<file path="src/rtl/lir_pkg.sv">
// ----------------------------------------------------------------------------
// Linear interpolation resampler package
// Shared widths, limits, register indexes, state encoding and the command
// and status bundles that pass between the controller and the datapath.
// ----------------------------------------------------------------------------
package lir_pkg;

    // Block limits.
    localparam int BLOCK_MAX   = 4096;
    localparam int STRETCH_MAX = 16;
    localparam int MAX_RESULTS = 2 * STRETCH_MAX;

    // Field and state widths.
    localparam int SAMPLE_W = 16;
    localparam int STEP_W   = 21;
    localparam int INLEN_W  = 13;
    localparam int OUTLEN_W = 17;
    localparam int PHASE_W  = 29;
    localparam int FRAC_W   = 16;
    localparam int RESCNT_W = $clog2(MAX_RESULTS + 1);

    // Configuration port.
    localparam int ADDR_W = 4;
    localparam int DATA_W = 32;

    // Register indexes (word address within the port).
    localparam logic [1:0] REG_STEP       = 2'd0;
    localparam logic [1:0] REG_IN_LENGTH  = 2'd1;
    localparam logic [1:0] REG_OUT_LENGTH = 2'd2;

    // Register reset values.
    localparam logic [STEP_W-1:0]   STEP_RESET       = STEP_W'(65536);
    localparam logic [INLEN_W-1:0]  IN_LENGTH_RESET  = INLEN_W'(512);
    localparam logic [OUTLEN_W-1:0] OUT_LENGTH_RESET = OUTLEN_W'(512);

    // Configuration as seen by the datapath.
    typedef struct packed {
        logic [STEP_W-1:0]   step;
        logic [INLEN_W-1:0]  in_length;
        logic [OUTLEN_W-1:0] out_length;
    } cfg_t;

    // Controller states.
    typedef enum logic [1:0] {
        ST_IDLE,
        ST_INTERP,
        ST_HOLD,
        ST_FLUSH
    } lir_state_t;

    // Commands from the controller to the datapath.
    typedef struct packed {
        logic load;            // take a new input sample
        logic produce_interp;  // emit one blended result and advance the phase
        logic produce_hold;    // emit one copy of the last sample
        logic advance_only;    // count one dropped output and advance the phase
        logic jump_to_end;     // count every remaining output as dropped
        logic finish;          // release the held result and update block state
    } dp_cmd_t;

    // Status from the datapath to the controller.
    typedef struct packed {
        logic in_interval;
        logic is_last;
        logic phase_lt_end;
        logic count_lt_out;
        logic n_full;
        logic pend_valid;
        logic out_free;
        logic step_zero;
    } dp_status_t;

endpackage

</file>
<file path="src/rtl/lir_cfg.sv">
// ----------------------------------------------------------------------------
// Linear interpolation resampler configuration registers
// APB-style register file holding step, in_length and out_length.
// ----------------------------------------------------------------------------
module lir_cfg (
    input  logic                       aclk,
    input  logic                       aresetn,
    input  logic                       psel,
    input  logic                       penable,
    input  logic                       pwrite,
    input  logic [lir_pkg::ADDR_W-1:0] paddr,
    input  logic [lir_pkg::DATA_W-1:0] pwdata,
    output logic [lir_pkg::DATA_W-1:0] prdata,
    output logic                       pready,
    output lir_pkg::cfg_t              cfg
);

    logic [lir_pkg::STEP_W-1:0]   step_reg,       step_next;
    logic [lir_pkg::INLEN_W-1:0]  in_length_reg,  in_length_next;
    logic [lir_pkg::OUTLEN_W-1:0] out_length_reg, out_length_next;
    logic                         wr_en;
    logic [1:0]                   reg_sel;

    // The port never inserts wait states.
    assign pready  = 1'b1;
    assign wr_en   = psel & penable & pwrite;
    assign reg_sel = paddr[3:2];

    // Write decode.
    always_comb begin
        step_next       = step_reg;
        in_length_next  = in_length_reg;
        out_length_next = out_length_reg;
        if (wr_en) begin
            unique case (reg_sel)
                lir_pkg::REG_STEP:       step_next       = pwdata[lir_pkg::STEP_W-1:0];
                lir_pkg::REG_IN_LENGTH:  in_length_next  = pwdata[lir_pkg::INLEN_W-1:0];
                lir_pkg::REG_OUT_LENGTH: out_length_next = pwdata[lir_pkg::OUTLEN_W-1:0];
                default: ;
            endcase
        end
    end

    always_ff @(posedge aclk) begin
        if (!aresetn) begin
            step_reg       <= lir_pkg::STEP_RESET;
            in_length_reg  <= lir_pkg::IN_LENGTH_RESET;
            out_length_reg <= lir_pkg::OUT_LENGTH_RESET;
        end else begin
            step_reg       <= step_next;
            in_length_reg  <= in_length_next;
            out_length_reg <= out_length_next;
        end
    end

    // Read-back multiplexer.
    always_comb begin
        unique case (reg_sel)
            lir_pkg::REG_STEP:       prdata = lir_pkg::DATA_W'(step_reg);
            lir_pkg::REG_IN_LENGTH:  prdata = lir_pkg::DATA_W'(in_length_reg);
            lir_pkg::REG_OUT_LENGTH: prdata = lir_pkg::DATA_W'(out_length_reg);
            default:                 prdata = '0;
        endcase
    end

    assign cfg.step       = step_reg;
    assign cfg.in_length  = in_length_reg;
    assign cfg.out_length = out_length_reg;

endmodule

</file>
<file path="src/rtl/lir_dp.sv">
// ----------------------------------------------------------------------------
// Linear interpolation resampler datapath
// Phase accumulator, block counters, blend multiplier, a one-entry holding
// stage for the newest result and the output register.
// ----------------------------------------------------------------------------
module lir_dp (
    input  logic                                aclk,
    input  logic                                aresetn,
    input  lir_pkg::cfg_t                       cfg,
    input  lir_pkg::dp_cmd_t                    cmd,
    output lir_pkg::dp_status_t                 status,
    input  logic signed [lir_pkg::SAMPLE_W-1:0] s_sample_in,
    output logic signed [lir_pkg::SAMPLE_W-1:0] m_sample_out,
    output logic                                m_block_end,
    output logic                                m_valid,
    input  logic                                m_ready
);

    // Block state.
    logic signed [lir_pkg::SAMPLE_W-1:0] prev_reg,  prev_next;
    logic signed [lir_pkg::SAMPLE_W-1:0] cur_reg,   cur_next;
    logic [lir_pkg::PHASE_W-1:0]         phase_reg, phase_next;
    logic [lir_pkg::INLEN_W-1:0]         index_reg, index_next;
    logic [lir_pkg::OUTLEN_W-1:0]        count_reg, count_next;
    logic [lir_pkg::RESCNT_W-1:0]        n_reg,     n_next;
    logic                                start_lt_reg, start_lt_next;

    // Holding stage and output register.
    logic signed [lir_pkg::SAMPLE_W-1:0] pend_reg, pend_next;
    logic                                pend_valid_reg, pend_valid_next;
    logic signed [lir_pkg::SAMPLE_W-1:0] out_sample_reg, out_sample_next;
    logic                                out_end_reg, out_end_next;
    logic                                out_valid_reg, out_valid_next;

    // Combinational helpers.
    logic [lir_pkg::INLEN_W-1:0]         len;
    logic [lir_pkg::INLEN_W-1:0]         index_dec;
    logic [lir_pkg::PHASE_W-1:0]         end_pos;
    logic [lir_pkg::PHASE_W-1:0]         base_pos;
    logic [lir_pkg::PHASE_W-1:0]         frac_diff;
    logic [lir_pkg::FRAC_W-1:0]          frac;
    logic [lir_pkg::PHASE_W:0]           phase_sum;
    logic [lir_pkg::PHASE_W-1:0]         phase_adv;
    logic signed [lir_pkg::SAMPLE_W:0]   delta;
    logic signed [lir_pkg::FRAC_W:0]     frac_s;
    logic signed [2*lir_pkg::SAMPLE_W+1:0] prod;
    logic signed [lir_pkg::SAMPLE_W+1:0] blend_sum;
    logic signed [lir_pkg::SAMPLE_W-1:0] blend;
    logic signed [lir_pkg::SAMPLE_W-1:0] new_value;
    logic                                is_last;
    logic                                count_lt_out;
    logic                                out_free;

    // Effective block length: zero counts as one, the top is clamped.
    always_comb begin
        if (cfg.in_length == '0) begin
            len = lir_pkg::INLEN_W'(1);
        end else if (cfg.in_length > lir_pkg::INLEN_W'(lir_pkg::BLOCK_MAX)) begin
            len = lir_pkg::INLEN_W'(lir_pkg::BLOCK_MAX);
        end else begin
            len = cfg.in_length;
        end
    end

    assign is_last      = ({1'b0, index_reg} + 14'd1) >= {1'b0, len};
    assign count_lt_out = count_reg < cfg.out_length;
    assign out_free     = !out_valid_reg || m_ready;

    // Interval bounds of the current input sample.
    assign index_dec = index_reg - lir_pkg::INLEN_W'(1);
    assign end_pos   = {index_reg, {lir_pkg::FRAC_W{1'b0}}};
    assign base_pos  = {index_dec, {lir_pkg::FRAC_W{1'b0}}};
    assign frac_diff = phase_reg - base_pos;

    // Fraction within the interval; a phase below it blends at zero.
    always_comb begin
        if (phase_reg < base_pos) begin
            frac = '0;
        end else if (|frac_diff[lir_pkg::PHASE_W-1:lir_pkg::FRAC_W]) begin
            frac = '1;
        end else begin
            frac = frac_diff[lir_pkg::FRAC_W-1:0];
        end
    end

    // Saturating phase advance.
    assign phase_sum = {1'b0, phase_reg} + (lir_pkg::PHASE_W+1)'(cfg.step);
    assign phase_adv = phase_sum[lir_pkg::PHASE_W] ? '1 : phase_sum[lir_pkg::PHASE_W-1:0];

    // Blend as prev + floor((cur - prev) * f / 2^16), which equals the
    // weighted sum of both neighbours rounded towards minus infinity.
    assign delta     = {cur_reg[lir_pkg::SAMPLE_W-1], cur_reg}
                     - {prev_reg[lir_pkg::SAMPLE_W-1], prev_reg};
    assign frac_s    = {1'b0, frac};
    assign prod      = delta * frac_s;
    assign blend_sum = prod[2*lir_pkg::SAMPLE_W+1:lir_pkg::FRAC_W]
                     + {{2{prev_reg[lir_pkg::SAMPLE_W-1]}}, prev_reg};
    assign blend     = blend_sum[lir_pkg::SAMPLE_W-1:0];
    assign new_value = cmd.produce_interp ? blend : cur_reg;

    // Next-state logic driven by the controller's commands.
    always_comb begin
        prev_next       = prev_reg;
        cur_next        = cur_reg;
        phase_next      = phase_reg;
        index_next      = index_reg;
        count_next      = count_reg;
        n_next          = n_reg;
        start_lt_next   = start_lt_reg;
        pend_next       = pend_reg;
        pend_valid_next = pend_valid_reg;
        out_sample_next = out_sample_reg;
        out_end_next    = out_end_reg;
        out_valid_next  = out_valid_reg;

        // A taken result leaves the output register.
        if (out_valid_reg && m_ready) begin
            out_valid_next = 1'b0;
        end

        if (cmd.load) begin
            cur_next      = s_sample_in;
            n_next        = '0;
            start_lt_next = count_lt_out;
        end

        // A new result pushes the held one out, which is then not the last.
        if (cmd.produce_interp || cmd.produce_hold) begin
            if (pend_valid_reg) begin
                out_sample_next = pend_reg;
                out_end_next    = 1'b0;
                out_valid_next  = 1'b1;
            end
            pend_next       = new_value;
            pend_valid_next = 1'b1;
            n_next          = n_reg + lir_pkg::RESCNT_W'(1);
            count_next      = count_reg + lir_pkg::OUTLEN_W'(1);
            if (cmd.produce_interp) begin
                phase_next = phase_adv;
            end
        end

        if (cmd.advance_only) begin
            count_next = count_reg + lir_pkg::OUTLEN_W'(1);
            phase_next = phase_adv;
        end

        if (cmd.jump_to_end) begin
            count_next = cfg.out_length;
        end

        // Item done: the held result carries the block end mark if this item
        // completed the block's outputs.
        if (cmd.finish) begin
            if (pend_valid_reg) begin
                out_sample_next = pend_reg;
                out_end_next    = start_lt_reg && !count_lt_out;
                out_valid_next  = 1'b1;
                pend_valid_next = 1'b0;
            end
            if (is_last) begin
                prev_next  = '0;
                phase_next = '0;
                index_next = '0;
                count_next = '0;
            end else begin
                prev_next  = cur_reg;
                index_next = index_reg + lir_pkg::INLEN_W'(1);
            end
        end
    end

    // Control state.
    always_ff @(posedge aclk) begin
        if (!aresetn) begin
            prev_reg       <= '0;
            phase_reg      <= '0;
            index_reg      <= '0;
            count_reg      <= '0;
            n_reg          <= '0;
            start_lt_reg   <= 1'b0;
            pend_valid_reg <= 1'b0;
            out_valid_reg  <= 1'b0;
        end else begin
            prev_reg       <= prev_next;
            phase_reg      <= phase_next;
            index_reg      <= index_next;
            count_reg      <= count_next;
            n_reg          <= n_next;
            start_lt_reg   <= start_lt_next;
            pend_valid_reg <= pend_valid_next;
            out_valid_reg  <= out_valid_next;
        end
    end

    // Payload registers.
    always_ff @(posedge aclk) begin
        cur_reg        <= cur_next;
        pend_reg       <= pend_next;
        out_sample_reg <= out_sample_next;
        out_end_reg    <= out_end_next;
    end

    assign m_sample_out = out_sample_reg;
    assign m_block_end  = out_end_reg;
    assign m_valid      = out_valid_reg;

    assign status.in_interval  = (index_reg != '0) && (index_reg < len);
    assign status.is_last      = is_last;
    assign status.phase_lt_end = phase_reg < end_pos;
    assign status.count_lt_out = count_lt_out;
    assign status.n_full       = n_reg == lir_pkg::RESCNT_W'(lir_pkg::MAX_RESULTS);
    assign status.pend_valid   = pend_valid_reg;
    assign status.out_free     = out_free;
    assign status.step_zero    = cfg.step == '0;

endmodule

</file>
<file path="src/rtl/lir_ctrl.sv">
// ----------------------------------------------------------------------------
// Linear interpolation resampler controller
// Sequences one input sample through interpolation, boundary hold and
// release of its final result.
// ----------------------------------------------------------------------------
module lir_ctrl (
    input  logic                aclk,
    input  logic                aresetn,
    input  logic                s_valid,
    output logic                s_ready,
    input  lir_pkg::dp_status_t status,
    output lir_pkg::dp_cmd_t    cmd
);

    lir_pkg::lir_state_t state_reg, state_next;
    logic                interp_more;
    logic                hold_more;
    logic                pend_free;

    // Loop conditions of the two output phases.
    assign interp_more = status.in_interval && status.phase_lt_end && status.count_lt_out;
    assign hold_more   = status.is_last && status.count_lt_out;
    assign pend_free   = !status.pend_valid || status.out_free;

    // Next-state logic.
    always_comb begin
        state_next = state_reg;
        unique case (state_reg)
            lir_pkg::ST_IDLE: begin
                if (s_valid) begin
                    state_next = lir_pkg::ST_INTERP;
                end
            end
            lir_pkg::ST_INTERP: begin
                if (!interp_more) begin
                    state_next = lir_pkg::ST_HOLD;
                end
            end
            lir_pkg::ST_HOLD: begin
                if (!hold_more) begin
                    state_next = lir_pkg::ST_FLUSH;
                end
            end
            lir_pkg::ST_FLUSH: begin
                if (pend_free) begin
                    state_next = lir_pkg::ST_IDLE;
                end
            end
            default: state_next = lir_pkg::ST_IDLE;
        endcase
    end

    always_ff @(posedge aclk) begin
        if (!aresetn) begin
            state_reg <= lir_pkg::ST_IDLE;
        end else begin
            state_reg <= state_next;
        end
    end

    // Command outputs. Once 32 results have been issued for an item the rest
    // are only counted, and a zero step or the hold phase skips straight on.
    always_comb begin
        s_ready = 1'b0;
        cmd     = '0;
        unique case (state_reg)
            lir_pkg::ST_IDLE: begin
                s_ready  = 1'b1;
                cmd.load = s_valid;
            end
            lir_pkg::ST_INTERP: begin
                if (interp_more) begin
                    if (status.n_full) begin
                        if (status.step_zero) begin
                            cmd.jump_to_end = 1'b1;
                        end else begin
                            cmd.advance_only = 1'b1;
                        end
                    end else if (pend_free) begin
                        cmd.produce_interp = 1'b1;
                    end
                end
            end
            lir_pkg::ST_HOLD: begin
                if (hold_more) begin
                    if (status.n_full) begin
                        cmd.jump_to_end = 1'b1;
                    end else if (pend_free) begin
                        cmd.produce_hold = 1'b1;
                    end
                end
            end
            lir_pkg::ST_FLUSH: begin
                cmd.finish = pend_free;
            end
            default: ;
        endcase
    end

endmodule

</file>
<file path="src/rtl/linear_interp_resampler.sv">
// ----------------------------------------------------------------------------
// Linear interpolation resampler
// Resamples blocks of signed 16-bit samples by a Q16 phase step, blending
// neighbouring samples and holding the last one past the block end.
// ----------------------------------------------------------------------------
//  Channel   Direction  Handshake              Payload
//  s_        in         s_valid / s_ready      s_sample_in
//  m_        out        m_valid / m_ready      m_sample_out, m_block_end
//  APB       in/out     psel, penable, pready  paddr, pwdata, prdata
//
// An input request passes through the idle, interpolation, hold and flush
// states; the single blend unit issues one result a cycle while the holding
// stage is empty or can pass its result on. Outputs beyond 32 per request
// are only counted: one at a time in the interval (all at once with a zero
// step) and all at once at the block end.
// The output register and a one-entry holding stage decouple the two sides;
// a stalled m_ready pauses the issue of results and so the taking of new input.
// Reset is synchronous, active low, and needs no clearing pass.
// ----------------------------------------------------------------------------
module linear_interp_resampler (
    input  logic                                aclk,
    input  logic                                aresetn,
    input  logic                                psel,
    input  logic                                penable,
    input  logic                                pwrite,
    input  logic [lir_pkg::ADDR_W-1:0]          paddr,
    input  logic [lir_pkg::DATA_W-1:0]          pwdata,
    output logic [lir_pkg::DATA_W-1:0]          prdata,
    output logic                                pready,
    input  logic                                s_valid,
    output logic                                s_ready,
    input  logic signed [lir_pkg::SAMPLE_W-1:0] s_sample_in,
    output logic                                m_valid,
    input  logic                                m_ready,
    output logic signed [lir_pkg::SAMPLE_W-1:0] m_sample_out,
    output logic                                m_block_end
);

    lir_pkg::cfg_t       cfg;
    lir_pkg::dp_cmd_t    cmd;
    lir_pkg::dp_status_t status;

    // Configuration registers.
    lir_cfg u_cfg (
        .aclk    (aclk),
        .aresetn (aresetn),
        .psel    (psel),
        .penable (penable),
        .pwrite  (pwrite),
        .paddr   (paddr),
        .pwdata  (pwdata),
        .prdata  (prdata),
        .pready  (pready),
        .cfg     (cfg)
    );

    // Sequencer.
    lir_ctrl u_ctrl (
        .aclk    (aclk),
        .aresetn (aresetn),
        .s_valid (s_valid),
        .s_ready (s_ready),
        .status  (status),
        .cmd     (cmd)
    );

    // Phase, counters, blend and output stage.
    lir_dp u_dp (
        .aclk         (aclk),
        .aresetn      (aresetn),
        .cfg          (cfg),
        .cmd          (cmd),
        .status       (status),
        .s_sample_in  (s_sample_in),
        .m_sample_out (m_sample_out),
        .m_block_end  (m_block_end),
        .m_valid      (m_valid),
        .m_ready      (m_ready)
    );

endmodule

</file>
<file path="config.mk">
export PLATFORM = sky130hd
export DESIGN_NAME = linear_interp_resampler
export DESIGN_NICKNAME = d
export VERILOG_FILES = /design/src/rtl/lir_pkg.sv /design/src/rtl/lir_cfg.sv /design/src/rtl/lir_dp.sv /design/src/rtl/lir_ctrl.sv /design/src/rtl/linear_interp_resampler.sv
export SDC_FILE = /design/constraint.sdc
export NUM_CORES = 1
export LEC_CHECK = 0
export BUFFER_PORTS_ARGS = -buffer_cell sky130_fd_sc_hd__buf_2
export CORE_AREA = 2 2 254 156
export DETAILED_ROUTE_END_ITERATION = 8
export DIE_AREA = 0 0 256 158
export HOLD_SLACK_MARGIN = 0.08
export PLACE_DENSITY = 0.88
export SLEW_MARGIN = 20
export SYNTH_ARGS = -nofsm -noshare
export SYNTH_HDL_FRONTEND = slang
export SYNTH_SLANG_ARGS = --single-unit
export TNS_END_PERCENT = 30
</file>
<file path="constraint.sdc">
create_clock -name aclk -period 15.6 [get_ports aclk]
set_input_delay 3.12 -clock aclk [delete_from_list [all_inputs] [get_ports aclk]]
set_output_delay 3.12 -clock aclk [all_outputs]
set_load 0.02 [all_outputs]
</file>
Word-level counts from Yosys, hierarchy flattened:

Index checks and enable logic that the tools add are counted.

* add/sub/neg operators: 9
* $mul: 1
* magnitude comparators: 6
* equality and inequality tests: 10
* muxes and demuxes: 59
* bitwise gates (word level): 2
* reduce and logical (&&, ||, !) cells: 23

Operators by type and width (count)
* 2-to-1 mux 29 bit: 6
* 2-to-1 mux 16 bit: 8
* 2-to-1 mux 17 bit: 5
* case mux 21 bit (3 select lines): 1
* < comparator 29 bit: 2
* 2-to-1 mux 13 bit: 3
* multiplier 17 x 17 -> 32 bit: 1
* adder 29 x 21 -> 30 bit: 1
* subtractor 29 bit: 1
* 2-to-1 mux 1 bit: 26
* logical NOT 21 bit: 1
* adder 17 x 1 -> 17 bit, second input constant: 1
* < comparator 17 bit: 1
* subtractor 16 x 16 -> 17 bit: 1
* adder 16 bit: 1
* adder 13 x 1 -> 14 bit, second input constant: 1
* greater-or-equal comparator 14 x 13 -> 1 bit: 1
* adder 13 x 1 -> 13 bit, second input constant: 1
* > comparator 13 bit, second input constant: 1
* logical NOT 13 bit: 1
* < comparator 13 bit: 1
* nonzero test 13 bit: 1
* OR reduction 13 bit: 1
* subtractor 13 x 1 -> 13 bit, second input constant: 1
* other kinds (18): 42

* flip-flop bits (word level): 186
* bits of input ports: 59
* output and inout port bits: 52

Longest topological paths before layout:

* word-level depth: 15
* depth in mapped cells: 48
* depth with buffers taken out: 45

By module:

A second synthesis with hierarchy kept.

* cells, all modules: 2535
* area, all modules: 22379.0 um^2

Modules (own cells, without submodules)
* lir_dp: times used 1, cells each 2237, area an instance 19671.4 um^2
* lir_cfg: times used 1, cells each 269, area an instance 2442.3 um^2
* lir_ctrl: times used 1, cells each 29, area an instance 265.3 um^2

Worst setup path after synthesis:

OpenSTA, ideal clock, no wires.

* path kind: register to register
* start: reg u_dp.index_reg[2] in the netlist's numbering
* end: reg u_dp.pend_reg[14] in the netlist's numbering (data pin)
* library setup time: 268 ps
* arrival: 10088 ps
* path slack: 5244 ps
* cell stages (with the launch flop): 46
* path buffers: 3
* clock period less this slack: 10356 ps
* cells stage by stage: dfxtp_1 > buf_4 > nor3_1 > nand4_1 > nor4_1 > xnor2_1 > ha_1 > o2111a_1 > a31o_2 > mux2i_1 > a31oi_1 > nand3_1 > buf_2 > o21ai_1 > clkbuf_1 > nor2_1 > fa_1 > inv_1 > [... 10 more ...] > nor2_1 > a211oi_1 > nand2_1 > and2_1 > o21a_1 > nor2_1 > xnor2_1 > ha_1 > a21o_1 > a21oi_1 > o21ai_0 > a21o_1 > a21o_1 > and3_1 > o221a_2 > o41ai_1 > xor2_1 > o21ai_0

* longest elaborated chain between the ends: 8
* elaborated cells on any way between the ends: 17
* classes of those cells: add/sub (3); mul (1); order compare (3); mux (5); reduce/logical (5)

Ends and longest elaborated chain
* start, declared: line lir_dp.sv:23 `logic [lir_pkg::INLEN_W-1:0] index_reg, index_next;`
* start signal, assigned: line lir_dp.sv:187 `index_reg <= index_next;`
* subtractor 13 x 1 -> 13 bit: line lir_dp.sv:70 `assign index_dec = index_reg - lir_pkg::INLEN_W'(1);`
* subtractor 29 bit: line lir_dp.sv:73 `assign frac_diff = phase_reg - base_pos;`
* OR reduction 13 bit: line lir_dp.sv:79 `end else if (|frac_diff[lir_pkg::PHASE_W-1:lir_pkg::FRAC_W]) begin`
* 2-to-1 mux 16 bit: line lir_dp.sv:79
* 2-to-1 mux 16 bit: line lir_dp.sv:77 `if (phase_reg < base_pos) begin`
* multiplier 17 x 17 -> 32 bit: line lir_dp.sv:95 `assign prod = delta * frac_s;`
* adder 16 bit: line lir_dp.sv:97 `+ {{2{prev_reg[lir_pkg::SAMPLE_W-1]}}, prev_reg};`
* 2-to-1 mux 16 bit *: line lir_dp.sv:99 `assign new_value = cmd.produce_interp ? blend : cur_reg;`
* via u_dp.new_value (one bit): line lir_dp.sv:49 `logic signed [lir_pkg::SAMPLE_W-1:0] new_value;`
* end signal, assigned: line lir_dp.sv:199 `pend_reg <= pend_next;`
* end, declared: line lir_dp.sv:29 `logic signed [lir_pkg::SAMPLE_W-1:0] pend_reg, pend_next;`

The timed path passes the listed nets; every way through them passes the cells marked *.
A chain may end at the register's enable or synchronous reset.

Final worst setup path:

* start: reg u_dp.index_reg[0] in the netlist's numbering
* end: reg u_dp.pend_reg[15] in the netlist's numbering (data pin)

Same word-level chain as after synthesis.

==> flow_metrics.py <==
metrics = {
    "clock_network": {
        "clk_pin_slew_ns": 0.08,
        "cts.sinks": 186,
        "insertion_delay_ns": 0.47,
        "cts_post_setup_buffers_inserted": 0,
        "max-clock-path-buffers": 2,
        "cts-buffers-inserted": 17,
        "h_tree_depth": 4,
        "postCtsResizedCells": 0,
        "cts_hold_buffers": 0,
        "clock-root-buffer": "sky130_fd_sc_hd__clkbuf_16",
        "tritoncts": "yes",
    },
    "placed_design": {
        "dpl_cell_area_um2": 23500,
        "globalplace.congestion": 0.995,
        "io_buffers": 85,
        "place.detailed.hpwl_um": 49900,
    },
    "synthesis": {
        "synth.cell_area_um2": 22600,
        "synth_top_area_share_pct": 23.8,
        "dominant_combinational_cell_family_by_area_after_synthesis": "adder cells",
        "synth-edff-count": 48,
        "synth_fa_ha_area_share_pct": 35.6,
        "post_synthesis_cell_count": 2616,
        "yosysSeqAreaShare_pct": 18.6,
        "ys_dominant_reg_cell": "sky130_fd_sc_hd__dfxtp_1",
        "yosys_warnings": 0,
        "synthSimpleGateAreaFrac_pct": 16.2,
        "muxShareOfSynthArea_pct": 2.40,
        "synth_top_cells_by_area": "sky130_fd_sc_hd__fa_1 24%, sky130_fd_sc_hd__dfxtp_1 12%, sky130_fd_sc_hd__ha_1 12%",
        "synthMostInstantiatedCell": "sky130_fd_sc_hd__inv_1",
        "ys_async_sr_fraction_pct": 0,
        "synth.ff_latch_count": 186,
        "synth_compound_area_share_pct": 13.5,
        "synth_area_per_cell_um2": 8.65,
        "synthTopCellsByCount": "410 x sky130_fd_sc_hd__inv_1, 327 x sky130_fd_sc_hd__nand2_1, 269 x sky130_fd_sc_hd__fa_1, 237 x sky130_fd_sc_hd__nor2_1, 214 x sky130_fd_sc_hd__ha_1",
        "cell_type_with_the_largest_total_area_after_synthesis": "sky130_fd_sc_hd__fa_1",
        "synthXorXnorAreaFrac_pct": 4.88,
        "yosysUniqueCellTypes": 94,
    },
    "sta": {
        "finalMaxSlewViolations": 0,
        "finalHoldViolations": 0,
        "achievable-frequency_mhz": 77.1,
        "grt_setup_unrepaired": "false",
        "post-route-min-period_ns": 12.96,
        "fin_tns_setup_ns": 0,
        "slew_headroom_pct": 17.8,
        "finalClockSkew_ns": 0.0136,
        "post-route-period-util_pct": 83.1,
        "tightestPinTransition_ns": 1.22,
        "report.final.setup_viol": 0,
    },
    "setup_path": {
        "reg2reg_depth": 43,
        "critPathBufInv": 5,
        "critPathArrivalTime_ns": 13.14,
        "timing.critical_path.slowest_stage_cell": "sky130_fd_sc_hd__o21ai_1",
        "critical_path.top_delay_family": "adder cells",
        "timing.critical_path.to_type": "flop",
        "cp_num_cells": 43,
        "setup.worst_path.class": "reg -> reg",
        "critical_path.max_stage_delay_ns": 1.01,
        "critical_path_peak_fanout": 21,
        "critPathMostFrequentCell": "sky130_fd_sc_hd__fa_1",
        "data_required_critical_path_ns": 15.78,
        "worst_setup_path_start_kind": "flop",
    },
    "global_routing": {
        "residual_overflow_from_global_routing": 0,
        "grt_pass1_vias": 19300,
        "initial_antenna_violation_count": 0,
        "grt_pass1_wl_um": 103000,
        "gr-usage-all-layers_pct": 32.3,
        "pin_count_of_the_biggest_net_entering_global_routing": 95,
    },
    "drt": {
        "drt_iter0_drc": 2256,
        "drt_drc_violations_left": 0,
        "vias_per_cell": 6.05,
        "antenna_violating_nets_post_route": 0,
        "wire_per_inst_um": 19.9,
        "wl_um": 63800,
        "detail_route.first_pass.iterations": 6,
        "routed-via-count": 19400,
    },
    "final_layout": {
        "num-fill-cells": 3057,
        "finalInstanceArea_um2": 24100,
        "multi_input_area_um2": 16500,
        "area_growth_syn_to_layout_pct": 6.69,
        "layout-drive-gt1-share_pct": 7.58,
        "design.final.nets": 3208,
        "layout.area.seq_um2": 4200,
        "max_reg_flops": 29,
    },
    "outcome": {
        "run_status": "complete, no violations",
    },
    "pwr": {
        "power-per-cell-area_nw_per_um2": 65.3,
        "power.leakage_nw": 11.2,
        "vdd_drop_max_v": 0.0000830,
        "post-layout-total-power_mw": 1.58,
    },
    "worst_hold_path": {
        "timing.hold.worst_path_depth": 2,
        "worst_hold_path_class": "reg -> reg",
    },
    "floorplanning": {
        "core_um2": 38300,
        "chipWidth_um": 256,
        "dieHeight_um": 158,
        "ios": 111,
        "die-area_um2": 40400,
        "placementRows": 56,
        "start_util_pct": 59.1,
    },
    "flow_run": {
        "max_cap_violations": 0,
    },
}
==> routing by layer <==
metal  global-route usage (%)  vias up  routed length, µm
met4                     8.19        0               1310
met2                     47.9     1224              26600
li1                         -     8617                  -
met3                     11.0      129               9300
met1                     45.3     9393              26500
met5                        0        -                  0
==> cell usage in the layout, fill, tap and decap left out, drive strengths merged, types with 9 or more instances in the layout <==
cell and instances:
conb 12, a211oi 25, buf 112, nor2 242, dfxtp 138, a21oi 84, nor4 15, edfxtp 48
clkbuf 17, ha 214, a2111oi 11, mux2i 51, o2111ai 10, inv 424, o21ai 113, nor2b 29
and3 19, a21o 32, a31oi 9, and2 19, a21boi 69, o211ai 10, xnor2 90, nand4 17
nor3 28, or2 10, nand2b 15, o21a 31, nand2 328, xor2 36, fa 269, nand3 67
o21bai 10
==> path summary, 6_finish.rpt <==
path | slack [ns] | startpoint | end
worst max-delay path | 2.64 | u_dp.index_reg[0]$_SDFFE_PN0P_ | u_dp.pend_reg[15]$_DFFE_PN_
worst min register to register | 0.48 | u_dp.start_lt_reg$_SDFFE_PN0P_ | u_dp.start_lt_reg$_SDFFE_PN0P_
worst min-delay path | 0.48 | u_dp.start_lt_reg$_SDFFE_PN0P_ | u_dp.start_lt_reg$_SDFFE_PN0P_
worst max register to register | 2.64 | u_dp.index_reg[0]$_SDFFE_PN0P_ | u_dp.pend_reg[15]$_DFFE_PN_
==> tightest hold or removal path, stage by stage (launching register included) <==
cell                       delay, ns
sky130_fd_sc_hd__dfxtp_1        0.32
sky130_fd_sc_hd__nand2_1        0.05
sky130_fd_sc_hd__a21boi_0       0.07
==> through the flow <==
step                hold WS (ns)  utilization [%]  std cells  setup slack, ns
finish                     0.476             63.0       3202             2.64
global route               0.510             63.0       3201             1.85
CTS                        0.479             62.9       3201             2.93
detailed placement         0.468             61.4       3169             2.96
global placement           0.436             61.4       3169             3.15
floorplan                  0.439                -       2626             5.24
==> final cells by class <==
| class | count | share of cell area, % |
|---|---|---|
| inverter | 416 | 6.48 |
| sequential | 186 | 17.4 |
| multi-input combinational | 1933 | 68.4 |
| timing repair buffer | 112 | 2.60 |
| clock buffer | 17 | 1.76 |
| clock inverter | 15 | 0.632 |
| antenna | 1 | 0.0104 |
| tap | 522 | 2.70 |
==> cell families (layout without fill, tap and decap cells) <==
kind of cell / after synthesis / count (layout)
compound gates: 446 / 446
xor+xnor: 126 / 126
fa+ha+maj: 483 / 483
buf+inv: 507 / 560
flops: 186 / 186
mux: 54 / 54
other cells: 2 / 13
simple gates: 812 / 812
==> where the power goes <==
group / leakage, nW / total [mW] / switching [mW] / internal [mW]
sequential: 1.56 / 0.560 / 0.0315 / 0.528
combinational: 9.35 / 0.572 / 0.415 / 0.157
clock: 0.281 / 0.446 / 0.219 / 0.226
Power figures use the tool's default switching activity.
